--- config.mk ---
export PLATFORM = sky130hd
export DESIGN_NAME = wilder_rsi_stream
export DESIGN_NICKNAME = d
export VERILOG_FILES = /design/src/rtl/wrsi_pkg.sv /design/src/rtl/wilder_rsi_stream.sv /design/src/rtl/wrsi_div.sv /design/src/rtl/wrsi_datapath.sv /design/src/rtl/wrsi_ctrl.sv
export SDC_FILE = /design/constraint.sdc
export NUM_CORES = 2
export LEC_CHECK = 0
export ABC_AREA = 1
export ABC_CLOCK_PERIOD_IN_PS = 13100
export BUFFER_PORTS_ARGS = -buffer_cell sky130_fd_sc_hd__buf_2
export CORE_AREA = 5 5 417 419
export CTS_CLUSTER_DIAMETER = 200
export DETAILED_ROUTE_END_ITERATION = 10
export DIE_AREA = 0 0 422 424
export GPL_ROUTABILITY_DRIVEN = 0
export PLACE_DENSITY_LB_ADDON = 0.2
export SLEW_MARGIN = 10
export SYNTH_ARGS = -nofsm -noshare
export SYNTH_HDL_FRONTEND = slang
export SYNTH_SLANG_ARGS = --single-unit
--- constraint.sdc ---
create_clock -name clock -period 13.1 [get_ports clock]
set_input_delay 2.62 -clock clock [delete_from_list [all_inputs] [get_ports clock]]
set_output_delay 2.62 -clock clock [all_outputs]
set_load 0.03 [all_outputs]
--- src/rtl/wrsi_pkg.sv ---
// Shared types and constants for the Wilder RSI stream block.
// Used by the divider, datapath, controller and top level. No dependencies.
`timescale 1ns / 1ps
package wrsi_pkg;

   localparam int PRICE_W     = 32;
   localparam int PERIOD_W    = 8;
   localparam int COUNT_W     = 9;
   localparam int AVG_W       = 56;
   localparam int RSI_W       = 23;
   localparam int EXTRA_FRAC  = 16;
   localparam int DIVIDEND_W  = 64;
   localparam int DIVISOR_W   = AVG_W + 1;
   localparam int REM_W       = DIVISOR_W + 1;
   localparam int STEPS_W     = 7;
   localparam int PROD_W      = AVG_W + RSI_W;

   localparam logic [PERIOD_W-1:0] PERIOD_RESET = 8'd14;
   localparam logic [COUNT_W-1:0]  COUNT_MAX    = 9'd511;
   localparam logic [RSI_W-1:0]    RSI_FULL     = 23'd6553600;
   localparam logic [STEPS_W-1:0]  AVG_STEPS    = 7'd64;
   localparam logic [STEPS_W-1:0]  RATIO_STEPS  = 7'd23;

   typedef struct packed {
      logic [PRICE_W-1:0] price_sample;
      logic               first_of_series;
   } req_payload_type;

   typedef struct packed {
      logic [RSI_W-1:0] rsi_value;
      logic             rsi_valid;
   } rsp_payload_type;

   typedef enum logic [1:0] {
      DIV_SEL_GAIN,
      DIV_SEL_LOSS,
      DIV_SEL_RATIO
   } div_sel_type;

   typedef enum logic [3:0] {
      ST_IDLE,
      ST_UPDATE,
      ST_DIVIDEND,
      ST_GAIN_START,
      ST_GAIN_RUN,
      ST_LOSS_START,
      ST_LOSS_RUN,
      ST_LOSS_STORE,
      ST_RATIO_CHECK,
      ST_DECIDE,
      ST_RATIO_MUL,
      ST_RATIO_SUM,
      ST_RATIO_START,
      ST_RATIO_RUN,
      ST_RESULT
   } state_type;

   typedef struct packed {
      logic        load;
      logic        update;
      logic        dividend;
      logic        div_start;
      div_sel_type div_sel;
      logic        store_gain;
      logic        store_loss;
      logic        ratio_mul;
      logic        ratio_sum;
      logic        out_load;
   } ctrl_cmd_type;

   typedef struct packed {
      logic need_div;
      logic need_ratio;
      logic div_done;
      logic out_free;
   } dp_status_type;

endpackage

--- src/rtl/wilder_rsi_stream.sv ---
// Top level of the Wilder RSI stream block: controller, datapath, ports.
// Depends on wrsi_pkg, wrsi_ctrl and wrsi_datapath.
//
// Usage: an item on req_payload (price sample, first-of-series flag) is taken
// when req_valid is high and req_stall is low. Each item gives one result on
// rsp_payload (RSI value in Q7.16, valid flag), held while rsp_stall is high.
// The block works on one item at a time; req_stall is high while it does.
// A first or warm-up sample goes from the update straight to the result. Other
// samples divide both averages by the period, and a valid result with nonzero
// loss needs the ratio as well. The bit-serial divider, shared by the two
// average divisions (64 steps each) and the ratio (23 steps), does this work.
// The next item can be taken in the cycle after the result is loaded.
// A finished result waits in the output register; the next item is accepted
// meanwhile, and its result is held back until the previous one is taken.
// The period register is written from csr_data when csr_valid and csr_ready
// are high; csr_ready is high only while the block is idle and no item is
// offered.
// Synchronous reset empties the output, clears the series state and sets the
// period to 14.
`timescale 1ns / 1ps
module wilder_rsi_stream (
   input  logic                          clock,
   input  logic                          reset,
   input  logic                          req_valid,
   output logic                          req_stall,
   input  wrsi_pkg::req_payload_type     req_payload,
   output logic                          rsp_valid,
   input  logic                          rsp_stall,
   output wrsi_pkg::rsp_payload_type     rsp_payload,
   input  logic                          csr_valid,
   output logic                          csr_ready,
   input  logic [wrsi_pkg::PERIOD_W-1:0] csr_data
);
   import wrsi_pkg::*;

   ctrl_cmd_type  cmd;
   dp_status_type status;

   assign csr_ready = !req_stall && !req_valid;

   wrsi_ctrl u_ctrl (
      .clock     (clock),
      .reset     (reset),
      .req_valid (req_valid),
      .req_stall (req_stall),
      .status    (status),
      .cmd       (cmd)
   );

   wrsi_datapath u_datapath (
      .clock       (clock),
      .reset       (reset),
      .cmd         (cmd),
      .status      (status),
      .req_payload (req_payload),
      .csr_write   (csr_valid && csr_ready),
      .csr_data    (csr_data),
      .rsp_valid   (rsp_valid),
      .rsp_stall   (rsp_stall),
      .rsp_payload (rsp_payload)
   );
endmodule

--- src/rtl/wrsi_div.sv ---
// Bit-serial restoring divider shared by the average and ratio divisions.
// Depends on wrsi_pkg for widths.
`timescale 1ns / 1ps
module wrsi_div (
   input  logic                             clock,
   input  logic                             reset,
   input  logic                             start,
   input  logic [wrsi_pkg::REM_W-1:0]       rem_init,
   input  logic [wrsi_pkg::DIVIDEND_W-1:0]  dividend,
   input  logic [wrsi_pkg::DIVISOR_W-1:0]   divisor,
   input  logic [wrsi_pkg::STEPS_W-1:0]     steps,
   output logic                             done,
   output logic [wrsi_pkg::DIVIDEND_W-1:0]  quotient
);
   import wrsi_pkg::*;

   logic [REM_W-1:0]      rem_ff, rem_in;
   logic [DIVIDEND_W-1:0] shift_ff, shift_in;
   logic [DIVIDEND_W-1:0] quo_ff, quo_in;
   logic [DIVISOR_W-1:0]  dvs_ff, dvs_in;
   logic [STEPS_W-1:0]    left_ff, left_in;
   logic                  run_ff, run_in;
   logic                  done_ff, done_in;
   logic [REM_W-1:0]      trial;
   logic [REM_W-1:0]      dvs_ext;

   always_comb begin
      rem_in   = rem_ff;
      shift_in = shift_ff;
      quo_in   = quo_ff;
      dvs_in   = dvs_ff;
      left_in  = left_ff;
      run_in   = run_ff;
      done_in  = done_ff;
      trial    = {rem_ff[REM_W-2:0], shift_ff[DIVIDEND_W-1]};
      dvs_ext  = {1'b0, dvs_ff};
      if (start) begin
         rem_in   = rem_init;
         shift_in = dividend;
         quo_in   = '0;
         dvs_in   = divisor;
         left_in  = steps;
         run_in   = 1'b1;
         done_in  = 1'b0;
      end else if (run_ff) begin
         shift_in = {shift_ff[DIVIDEND_W-2:0], 1'b0};
         if (trial >= dvs_ext) begin
            rem_in = trial - dvs_ext;
            quo_in = {quo_ff[DIVIDEND_W-2:0], 1'b1};
         end else begin
            rem_in = trial;
            quo_in = {quo_ff[DIVIDEND_W-2:0], 1'b0};
         end
         left_in = left_ff - 1'b1;
         if (left_ff == STEPS_W'(1)) begin
            run_in  = 1'b0;
            done_in = 1'b1;
         end
      end
   end

   always_ff @(posedge clock) begin
      if (reset) begin
         run_ff  <= 1'b0;
         done_ff <= 1'b0;
      end else begin
         run_ff  <= run_in;
         done_ff <= done_in;
      end
      rem_ff   <= rem_in;
      shift_ff <= shift_in;
      quo_ff   <= quo_in;
      dvs_ff   <= dvs_in;
      left_ff  <= left_in;
   end

   assign done     = done_ff;
   assign quotient = quo_ff;
endmodule

--- src/rtl/wrsi_datapath.sv ---
// Datapath: series state, smoothing multiply, ratio product, divider and
// output register. Depends on wrsi_pkg and wrsi_div.
`timescale 1ns / 1ps
module wrsi_datapath (
   input  logic                          clock,
   input  logic                          reset,
   input  wrsi_pkg::ctrl_cmd_type        cmd,
   output wrsi_pkg::dp_status_type       status,
   input  wrsi_pkg::req_payload_type     req_payload,
   input  logic                          csr_write,
   input  logic [wrsi_pkg::PERIOD_W-1:0] csr_data,
   output logic                          rsp_valid,
   input  logic                          rsp_stall,
   output wrsi_pkg::rsp_payload_type     rsp_payload
);
   import wrsi_pkg::*;

   logic [PERIOD_W-1:0]   period_ff, period_in;
   logic [PRICE_W-1:0]    price_ff, price_in;
   logic                  first_ff, first_in;
   logic [PRICE_W-1:0]    prev_ff, prev_in;
   logic [COUNT_W-1:0]    count_ff, count_in;
   logic [AVG_W-1:0]      gain_ff, gain_in;
   logic [AVG_W-1:0]      loss_ff, loss_in;
   logic [PRICE_W-1:0]    up_ff, up_in;
   logic [PRICE_W-1:0]    down_ff, down_in;
   logic                  smooth_ff, smooth_in;
   logic                  need_div_ff, need_div_in;
   logic [DIVIDEND_W-1:0] dg_ff, dg_in;
   logic [DIVIDEND_W-1:0] dl_ff, dl_in;
   logic [54:0]           plo_ff, plo_in;
   logic [46:0]           phi_ff, phi_in;
   logic [PROD_W-1:0]     prod_ff, prod_in;
   logic [DIVISOR_W-1:0]  sum_ff, sum_in;
   logic                  rsp_valid_ff, rsp_valid_in;
   rsp_payload_type       rsp_ff, rsp_in;

   logic [PERIOD_W-1:0]   period_eff;
   logic [PERIOD_W-1:0]   keep;
   logic [COUNT_W-1:0]    cnt;
   logic [COUNT_W-1:0]    period_ext;
   logic [DIVIDEND_W-1:0] mg, ml;
   logic                  valid_now;
   logic                  div_done;
   logic [DIVIDEND_W-1:0] quotient;
   logic [REM_W-1:0]      div_rem;
   logic [DIVIDEND_W-1:0] div_dividend;
   logic [DIVISOR_W-1:0]  div_divisor;
   logic [STEPS_W-1:0]    div_steps;

   assign period_eff = (period_ff == '0) ? PERIOD_W'(1) : period_ff;
   assign keep       = period_eff - 1'b1;
   assign period_ext = {1'b0, period_eff};
   assign valid_now  = count_ff > period_ext;

   always_comb begin
      period_in    = csr_write ? csr_data : period_ff;
      price_in     = price_ff;
      first_in     = first_ff;
      prev_in      = prev_ff;
      count_in     = count_ff;
      gain_in      = gain_ff;
      loss_in      = loss_ff;
      up_in        = up_ff;
      down_in      = down_ff;
      smooth_in    = smooth_ff;
      need_div_in  = need_div_ff;
      dg_in        = dg_ff;
      dl_in        = dl_ff;
      plo_in       = plo_ff;
      phi_in       = phi_ff;
      prod_in      = prod_ff;
      sum_in       = sum_ff;
      rsp_in       = rsp_ff;
      rsp_valid_in = rsp_valid_ff;
      cnt          = first_ff ? '0 : count_ff;
      mg           = DIVIDEND_W'(gain_ff) * DIVIDEND_W'(keep);
      ml           = DIVIDEND_W'(loss_ff) * DIVIDEND_W'(keep);

      if (cmd.load) begin
         price_in = req_payload.price_sample;
         first_in = req_payload.first_of_series;
      end

      if (cmd.update) begin
         prev_in = price_ff;
         if (cnt == '0) begin
            gain_in     = '0;
            loss_in     = '0;
            count_in    = COUNT_W'(1);
            smooth_in   = 1'b0;
            need_div_in = 1'b0;
         end else begin
            if (price_ff > prev_ff) begin
               up_in   = price_ff - prev_ff;
               down_in = '0;
            end else begin
               up_in   = '0;
               down_in = prev_ff - price_ff;
            end
            if (cnt <= period_ext) begin
               gain_in     = gain_ff + AVG_W'(up_in);
               loss_in     = loss_ff + AVG_W'(down_in);
               smooth_in   = 1'b0;
               need_div_in = (cnt == period_ext);
            end else begin
               smooth_in   = 1'b1;
               need_div_in = 1'b1;
            end
            count_in = (cnt < COUNT_MAX) ? cnt + 1'b1 : cnt;
         end
      end

      // Dividends wrap at 64 bits, matching the unsigned arithmetic of the series.
      if (cmd.dividend) begin
         if (smooth_ff) begin
            dg_in = mg + (DIVIDEND_W'(up_ff) << EXTRA_FRAC);
            dl_in = ml + (DIVIDEND_W'(down_ff) << EXTRA_FRAC);
         end else begin
            dg_in = DIVIDEND_W'(gain_ff) << EXTRA_FRAC;
            dl_in = DIVIDEND_W'(loss_ff) << EXTRA_FRAC;
         end
      end

      if (cmd.store_gain) gain_in = quotient[AVG_W-1:0];
      if (cmd.store_loss) loss_in = quotient[AVG_W-1:0];

      // The full-scale product is split into two partial products.
      if (cmd.ratio_mul) begin
         plo_in = 55'(gain_ff[31:0]) * 55'(RSI_FULL);
         phi_in = 47'(gain_ff[AVG_W-1:32]) * 47'(RSI_FULL);
         sum_in = {1'b0, gain_ff} + {1'b0, loss_ff};
      end
      if (cmd.ratio_sum) begin
         prod_in = PROD_W'(plo_ff) + (PROD_W'(phi_ff) << 32);
      end

      if (rsp_valid_ff && !rsp_stall) rsp_valid_in = 1'b0;
      if (cmd.out_load) begin
         rsp_valid_in     = 1'b1;
         rsp_in.rsi_valid = valid_now;
         if (!valid_now) begin
            rsp_in.rsi_value = '0;
         end else if (loss_ff == '0) begin
            rsp_in.rsi_value = RSI_FULL;
         end else begin
            rsp_in.rsi_value = quotient[RSI_W-1:0];
         end
      end
   end

   always_comb begin
      div_rem      = '0;
      div_dividend = dg_ff;
      div_divisor  = DIVISOR_W'(period_eff);
      div_steps    = AVG_STEPS;
      case (cmd.div_sel)
         DIV_SEL_GAIN: begin
            div_dividend = dg_ff;
         end
         DIV_SEL_LOSS: begin
            div_dividend = dl_ff;
         end
         DIV_SEL_RATIO: begin
            // The quotient fits 23 bits, so the upper product bits start as remainder.
            div_rem      = REM_W'(prod_ff[PROD_W-1:RSI_W]);
            div_dividend = {prod_ff[RSI_W-1:0], {(DIVIDEND_W-RSI_W){1'b0}}};
            div_divisor  = sum_ff;
            div_steps    = RATIO_STEPS;
         end
         default: begin
            div_dividend = dg_ff;
         end
      endcase
   end

   wrsi_div u_div (
      .clock    (clock),
      .reset    (reset),
      .start    (cmd.div_start),
      .rem_init (div_rem),
      .dividend (div_dividend),
      .divisor  (div_divisor),
      .steps    (div_steps),
      .done     (div_done),
      .quotient (quotient)
   );

   always_ff @(posedge clock) begin
      if (reset) begin
         period_ff    <= PERIOD_RESET;
         prev_ff      <= '0;
         count_ff     <= '0;
         gain_ff      <= '0;
         loss_ff      <= '0;
         rsp_valid_ff <= 1'b0;
      end else begin
         period_ff    <= period_in;
         prev_ff      <= prev_in;
         count_ff     <= count_in;
         gain_ff      <= gain_in;
         loss_ff      <= loss_in;
         rsp_valid_ff <= rsp_valid_in;
      end
      price_ff    <= price_in;
      first_ff    <= first_in;
      up_ff       <= up_in;
      down_ff     <= down_in;
      smooth_ff   <= smooth_in;
      need_div_ff <= need_div_in;
      dg_ff       <= dg_in;
      dl_ff       <= dl_in;
      plo_ff      <= plo_in;
      phi_ff      <= phi_in;
      prod_ff     <= prod_in;
      sum_ff      <= sum_in;
      rsp_ff      <= rsp_in;
   end

   assign status.need_div   = need_div_ff;
   assign status.need_ratio = valid_now && (loss_ff != '0);
   assign status.div_done   = div_done;
   assign status.out_free   = !rsp_valid_ff || !rsp_stall;
   assign rsp_valid         = rsp_valid_ff;
   assign rsp_payload       = rsp_ff;
endmodule

--- src/rtl/wrsi_ctrl.sv ---
// Controller state machine that sequences one item through the datapath.
// Depends on wrsi_pkg for the state, command and status types.
`timescale 1ns / 1ps
module wrsi_ctrl (
   input  logic                    clock,
   input  logic                    reset,
   input  logic                    req_valid,
   output logic                    req_stall,
   input  wrsi_pkg::dp_status_type status,
   output wrsi_pkg::ctrl_cmd_type  cmd
);
   import wrsi_pkg::*;

   state_type state_ff, state_in;

   always_comb begin
      state_in = state_ff;
      case (state_ff)
         ST_IDLE:        if (req_valid) state_in = ST_UPDATE;
         ST_UPDATE:      state_in = ST_DECIDE;
         ST_DIVIDEND:    state_in = ST_GAIN_START;
         ST_GAIN_START:  state_in = ST_GAIN_RUN;
         ST_GAIN_RUN:    if (status.div_done) state_in = ST_LOSS_START;
         ST_LOSS_START:  state_in = ST_LOSS_RUN;
         ST_LOSS_RUN:    if (status.div_done) state_in = ST_LOSS_STORE;
         ST_LOSS_STORE:  state_in = ST_RATIO_CHECK;
         ST_RATIO_CHECK: begin
            // Averages are final here; a valid result with nonzero loss needs the ratio.
            if (status.need_ratio) begin
               state_in = ST_RATIO_MUL;
            end else begin
               state_in = ST_RESULT;
            end
         end
         ST_DECIDE: begin
            if (status.need_div) begin
               state_in = ST_DIVIDEND;
            end else begin
               state_in = ST_RESULT;
            end
         end
         ST_RATIO_MUL:   state_in = ST_RATIO_SUM;
         ST_RATIO_SUM:   state_in = ST_RATIO_START;
         ST_RATIO_START: state_in = ST_RATIO_RUN;
         ST_RATIO_RUN:   if (status.div_done) state_in = ST_RESULT;
         ST_RESULT: begin
            if (status.out_free) begin
               state_in = ST_IDLE;
            end
         end
         default:        state_in = ST_IDLE;
      endcase
   end

   always_comb begin
      cmd         = '0;
      cmd.div_sel = DIV_SEL_GAIN;
      case (state_ff)
         ST_IDLE:        cmd.load = req_valid;
         ST_UPDATE:      cmd.update = 1'b1;
         ST_DIVIDEND:    cmd.dividend = 1'b1;
         ST_GAIN_START:  cmd.div_start = 1'b1;
         ST_LOSS_START: begin
            cmd.store_gain = 1'b1;
            cmd.div_start  = 1'b1;
            cmd.div_sel    = DIV_SEL_LOSS;
         end
         ST_LOSS_STORE: begin
            cmd.store_loss = 1'b1;
            cmd.div_start  = 1'b0;
         end
         ST_RATIO_MUL:   cmd.ratio_mul = 1'b1;
         ST_RATIO_SUM:   cmd.ratio_sum = 1'b1;
         ST_RATIO_START: begin
            cmd.div_start = 1'b1;
            cmd.div_sel   = DIV_SEL_RATIO;
         end
         ST_RESULT: begin
            cmd.out_load = status.out_free;
         end
         default:        cmd.load = 1'b0;
      endcase
   end

   always_ff @(posedge clock) begin
      if (reset) begin
         state_ff <= ST_IDLE;
      end else begin
         state_ff <= state_in;
      end
   end

   assign req_stall = (state_ff != ST_IDLE);
endmodule
**After elaboration in Yosys (flattened, before gate mapping)**

Index checks and enable logic that the tools add are counted.
Widths: inputs -> output; s select.

- Bits of input ports: 46
- Register bits: 862
- Word-level logic and storage cells: 165
- Output and inout port bits: 27

- Mux-type cells: 58
- Eq/ne operators: 23
- $mul: 4
- Add/sub/neg operators: 12
- Bitwise gates (word level): 2
- Reductions and logical operators: 29
- $lt $le $gt $ge: 5

Operators with widths:

| cell | count |
|---|---|
| $mux 56 | 9 |
| $mux 64 | 4 |
| $mux 32 | 6 |
| $mux 57 | 3 |
| $add 64x48->64 | 2 |
| $mul 56x8->64 | 2 |
| $pmux 64 s2 | 1 |
| $add 56x32->56 | 2 |
| $add 55x79->79 | 1 |
| $sub 32x32->32 | 2 |
| $pmux 4 s15 | 1 |
| $ge 58x57->1 | 1 |
| $add 56x56->57 | 1 |
| $sub 57x57->57 | 1 |
| $logic_not 56->1 | 1 |
| $reduce_bool 56->1 | 1 |
| $mul 32x5->37 const B | 1 |
| $gt 32x32->1 | 1 |
| $mul 24x5->29 const B | 1 |
| $eq 4x4->1 const B | 7 |
| $mux 9 | 3 |
| $mux 4 | 6 |
| $mux 23 | 1 |
| $mux 7 | 3 |
| 33 further kinds | 72 |

**Longest topological paths before layout**

- Word-level depth: 9
- Depth in mapped cells: 35
- Mapped depth without buffers: 32

**Modules after synthesis**

A second synthesis with hierarchy kept.

- Cell total of the unflattened synthesis: 13176
- Area total of the unflattened synthesis: 93532.2 um^2

By module, submodules not included:

| module | area an instance (um^2) | cells an instance | seq. area each (um^2) | times used |
|---|---|---|---|---|
| wrsi_datapath | 77668.2 | 10969 | 16305.6 | 1 |
| wrsi_div | 15382.3 | 2117 | 6876.6 | 1 |
| wrsi_ctrl | 454.2 | 84 | 80.1 | 1 |
| wilder_rsi_stream | 27.5 | 6 | 0.0 | 1 |

**Worst setup path after synthesis**

No wires, ideal clock.

- Path type: register to register
- From: register u_ctrl.state_ff[1]
- To: register u_ctrl.state_ff[0]
- Stages on the path, launching flop included: 7
- Setup time: 0.082 ns
- Buffers on the path: 0
- Clock period less this slack: 6.653 ns
- Slack: 6.447 ns
- Arrival time: 6.571 ns
- Cell sequence: dfxtp_1 -> inv_1 -> nor2_1 -> inv_1 -> nor2_1 -> o41ai_1 -> a21oi_1

- Longest elaborated chain between the ends: 3
- Elaborated cells between the ends (all ways): 22
- Classes of those cells: eq/ne: 19; mux: 1; reduce/logical: 2

Ends and longest elaborated chain:

| element | RTL line | RTL |
|---|---|---|
| start: declaration | wrsi_ctrl.sv:14 | `state_type state_ff, state_in;` |
| start signal: assignment | wrsi_ctrl.sv:89 | `state_ff <= state_in;` |
| $eq 4x4->1 (tied with other cells) | wrsi_ctrl.sv:18 | `case (state_ff)` |
| $ne 2x1->1 (no line) or $ne 2x2->1 (tied branches) | n/a |  |
| $reduce_and 5->1 (no line) | n/a |  |

Several ways; a longest one is shown, not always the timed one.
A chain may end at the register's enable or synchronous reset.

**Worst setup path in the final report**

- From: register u_datapath.period_ff[4]
- To: register u_datapath.dl_ff[41], data pin

- Longest elaborated chain between the ends: 6

Ends and longest elaborated chain:

| element | RTL line | RTL |
|---|---|---|
| start: declaration | wrsi_datapath.sv:18 | `logic [PERIOD_W-1:0] period_ff, period_in;` |
| start signal: assignment | wrsi_datapath.sv:198 | `period_ff <= period_in;` |
| $logic_not 8->1 | wrsi_datapath.sv:51 | `assign period_eff = (period_ff == '0) ? PERIOD_W'(1) : period_ff;` |
| $mux 8 * | wrsi_datapath.sv:51 |  |
| $sub 8x1->8 * | wrsi_datapath.sv:52 | `assign keep = period_eff - 1'b1;` |
| $mul 56x8->64 * | wrsi_datapath.sv:78 | `ml = DIVIDEND_W'(loss_ff) * DIVIDEND_W'(keep);` |
| $add 64x48->64 * | wrsi_datapath.sv:118 | `dl_in = ml + (DIVIDEND_W'(down_ff) << EXTRA_FRAC);` |
| $mux 64 * | wrsi_datapath.sv:116 | `if (smooth_ff) begin` |
| end signal: assignment | wrsi_datapath.sv:212 | `dl_ff <= dl_in;` |
| end: declaration | wrsi_datapath.sv:30 | `logic [DIVIDEND_W-1:0] dl_ff, dl_in;` |

Mark *: on every way between the ends. The rest lies on a longest branch, timed or not.

==> results.md <==
- The run finished, with violations left.
- The final reports fail on max-capacitance violations, max-slew violations.
- Counting tap cells, the placed design contains a total of 15.0k instances.
- The fraction of layout instances using a drive strength above 1 is 4.06%.
- The kind of end point of the critical path is a flop.
- For this design, the sink count on the clock tree is 844.
- The post-detailed-route count of antenna-violating nets is 0.
- Dividing the synthesized area by the synthesized cell count gives 7.17 µm².
- The final critical delay including setup and external delays is 8.93 ns.
- The fraction of the yosys area taken by sequential cells is 25.0%.
- The synthesis-to-layout area growth is 7.15%.
- The cell row count is 152.
- The max-slew violation count is 1.
- IR analysis of the VDD net gives a maximum drop of 0.000168 V.
- The count of input and output buffers is 72.
- The final layout contains routed wiring with a total length of 359000 µm.
- For this block, the via count after detailed routing is 90.5k.
- In this run the number of H-tree levels came out at 3.
- Clock tree synthesis selected as its root buffer the cell sky130_fd_sc_hd__clkbuf_16.
- Buffers inserted to repair hold after CTS numbered 0.
- The min-delay analysis places its worst path in the category reg2reg.
- The cell leakage power is 48.5 nW.
- The top-area cell type share of the netlist area is 20.1%.
- Once the floorplan was initialized, standard cells occupied 54.4% of the core.
- In this run, synthesis produced a sequential element count of 844.
- In the post-synthesis netlist, the biggest area contributors are sky130_fd_sc_hd__edfxtp_1, sky130_fd_sc_hd__fa_1, sky130_fd_sc_hd__nand2_1.
- The design draws 0.0138 W.
- The total power divided by cell area is 139 nW/µm².
- The count of non-filler cells in the finished layout is 15.3k.
- The die height is 424 µm.
- Setup violations remaining at the end of the flow were counted as 0.
- Of the available clock period, the critical path in the final layout requires 68.2%.
- In the global route stage, overall resource usage came out at 39.2%.
- The iteration count of the initial detailed-routing pass is 10.
- The number of antenna violations at the first check in global routing is 29.
- The worst setup path is launched from a flop.
- After detailed routing, the number of remaining DRC violations is 0.
- Buffers inserted during clock tree synthesis total 98.
- Wire segments on met3 add up to 51700 µm in the final route.
- In the final routed layout, each cell accounts on average for 23.6 µm.
- The area of the die is 179000 µm².
- The first global-routing pass estimated 531000 µm of wire.
- The post-cts repair resize count is 0.
- The biggest area contributor in the post-synthesis netlist is sky130_fd_sc_hd__edfxtp_1.
- In this run the post-CTS setup repair buffer count came out at 0.
- The number of global-route vias before repair is 86.2k.
- Synthesis produced 12.9k cells.
- Counting along the longest clock path gives a buffer depth of 3.
- The primary flip-flop cell chosen by synthesis mapping is sky130_fd_sc_hd__edfxtp_1.
- The clock latency reported for the late side of the worst-skew pair is 0.82 ns.
- The critical path is of the reg2reg type.
- For this block, the initial DRC count from the detailed router was 12.8k.
- The CTS tree is built.
- Setup total negative slack on the finished layout was measured at 0 ns.
- Wire segments on met2 add up to 146000 µm in the final route.
- The number of top-level pins is 73.
- The Yosys step of the flow raised 0 warnings.
- Counting instances in the post-synthesis netlist gives the leading cell types as sky130_fd_sc_hd__nand2_1, sky130_fd_sc_hd__inv_1, sky130_fd_sc_hd__nor2_1.
- The standard cell core area is 170000 µm².
- Setup repair after global routing left no endpoint under its margin.
- The number of hold violations in the final report is 0.
- The worst path required time is 13.49 ns.
- The estimated wirelength of the detail-placed design is 286000 µm.
- The synthesized net count is 14.4k.
- For the pin with the worst max-slew slack, the measured transition is 1.49 ns.
- The ratio of routed vias to standard cells is 5.93.
- The met1 wire length is 128000 µm.
- The overall die width is 422 µm.
- The maximum number of pins on one net before global-route repair is 124.
- The clock-pin transition on the worst setup and hold timing paths is 0.06 ns.
- Max-cap violations in this run came to 1.
- The maximum achievable frequency is 0.112 GHz.
- Of all nets on the critical path, the largest fanout is 60.
- Counting flops with a built-in enable in the synthesized netlist gives 620.
- STA puts the critical path data arrival time at 9.32 ns.
- Global routing finished with a remaining overflow of 0.
- The most frequent cell after synthesis is sky130_fd_sc_hd__nand2_1.
- Counting distinct cell types in the post-synthesis netlist gives 62.
- Counting flops with an async set or reset pin after synthesis yields a share of 0%.
- In the final design database the tool counted 14.4k nets.
- The worst-case headroom to the max-slew limit is -0.410%.
- On the final layout, the worst clock skew is 0.0941 ns.
- After synthesis the cells add up to 92600 µm².
- The highest metal layer with signal wires is met5.
[where the power goes]
| group | internal, W | total [W] | switching (W) |
|---|---|---|---|
| clock | 0.00184 | 0.00316 | 0.00132 |
| combinational | 0.00176 | 0.00674 | 0.00498 |
| sequential | 0.00355 | 0.00386 | 0.000305 |
| total | 0.00715 | 0.0138 | 0.00660 |
[worst max-delay path: stages (launching register included)]
cell                       delay [ns]
sky130_fd_sc_hd__dfxtp_1         0.43
sky130_fd_sc_hd__inv_2           0.11
sky130_fd_sc_hd__nand3_2         0.13
sky130_fd_sc_hd__nor4_4          0.05
sky130_fd_sc_hd__nor2_4          0.56
sky130_fd_sc_hd__nand2_1         0.17
sky130_fd_sc_hd__nor3_2          0.21
sky130_fd_sc_hd__nand2_1         0.10
sky130_fd_sc_hd__nand2_2         0.42
sky130_fd_sc_hd__clkinv_2        1.04
sky130_fd_sc_hd__buf_4           0.67
sky130_fd_sc_hd__nor2_1          0.19
sky130_fd_sc_hd__fa_1            0.47
sky130_fd_sc_hd__fa_1            0.52
sky130_fd_sc_hd__fa_1            0.56
sky130_fd_sc_hd__inv_1           0.06
sky130_fd_sc_hd__fa_1            0.53
sky130_fd_sc_hd__inv_1           0.04
sky130_fd_sc_hd__ha_1            0.34
sky130_fd_sc_hd__a21oi_1         0.23
sky130_fd_sc_hd__o21ai_0         0.19
sky130_fd_sc_hd__a21oi_1         0.34
sky130_fd_sc_hd__nand3_1         0.35
sky130_fd_sc_hd__nand2_1         0.13
sky130_fd_sc_hd__nand2_1         0.11
sky130_fd_sc_hd__xor2_1          0.16
sky130_fd_sc_hd__nand2_1         0.06
sky130_fd_sc_hd__nand2_1         0.24
[metrics by stage]
step,util [%],hold WS [ns],instance area [µm²],worst slack [ns]
floorplan,-,0.400,92600,6.45
global placement,56.1,0.401,95500,4.87
detailed placement,56.1,0.405,95500,4.77
CTS,58.2,0.390,99100,4.64
global route,58.2,0.408,99100,4.08
finish,58.3,0.396,99200,4.17
[area by class of cell]
cell class | instances | area, µm²
inverters | 2754 | 10300
fillers | 15971 | 71000
flip-flops and latches | 844 | 23100
repair buffers | 207 | 1400
diodes | 24 | 60.1
well taps | 2233 | 2790
clock buffers | 111 | 2560
clock inverters | 74 | 1090
multi-input cells | 9006 | 57800
[path summary, 6_finish.rpt]
check | startpoint | end | slack, ns | depth (start not counted)
min | u_datapath.plo_ff[33] | u_datapath.prod_ff[33] | 0.40 | 0
max | u_datapath.period_ff[4] | u_datapath.dl_ff[41] | 4.17 | 27
min reg2reg | u_datapath.plo_ff[33] | u_datapath.prod_ff[33] | 0.40 | 0
max reg2reg | u_datapath.period_ff[4] | u_datapath.dl_ff[41] | 4.17 | 27
[flip-flops by register name (all words and copies together) (netlist names), 4 cells and up]
signal                     flops
u_ctrl.state_ff                4
u_datapath.down_ff            32
u_datapath.sum_ff             57
u_datapath.price_ff           32
u_datapath.prev_ff            32
u_datapath.plo_ff             37
u_datapath.up_ff              32
u_datapath.u_div.quotient     56
u_datapath.period_ff           8
u_datapath.loss_ff            56
u_datapath.rsp_payload        24
u_datapath.gain_ff            56
u_datapath.u_div.left_ff       7
u_datapath.count_ff            9
u_datapath.u_div.shift_ff     64
u_datapath.dg_ff              64
u_datapath.u_div.rem_ff       57
u_datapath.u_div.dvs_ff       57
u_datapath.prod_ff            61
u_datapath.dl_ff              64
u_datapath.phi_ff             29
[layer usage]
metal  track usage [%]  vias to the layer above
li1                  -                    40199
met1              48.7                    42161
met3              12.8                     1599
met2              57.6                     6509
met4              27.4                       20
met5                 0                        -
[layout by cell type, fill, tap and decap left out, drive strengths merged, types with 125 or more instances in the layout]
| master | netlist | layout |
|---|---|---|
| fa | 767 | 767 |
| nor3 | 125 | 125 |
| nand2 | 3138 | 3138 |
| ha | 650 | 650 |
| inv | 2721 | 2735 |
| nor2 | 1641 | 1641 |
| a21oi | 691 | 691 |
| o21ai | 470 | 470 |
| nand4 | 141 | 141 |
| buf | 125 | 207 |
| edfxtp | 620 | 620 |
| xor2 | 146 | 146 |
| nand3 | 695 | 695 |
| dfxtp | 224 | 224 |
[cells by family after synthesis]
group | synth area share, %
AO/OA/AOI/OAI | 8.74
XOR/XNOR | 2.39
adder cells (fa/ha/maj) | 25.4
buffers and inverters | 12.7
flip-flops | 25.0
AND/OR/NAND/NOR | 25.9
(Power assumes the default switching activity.)
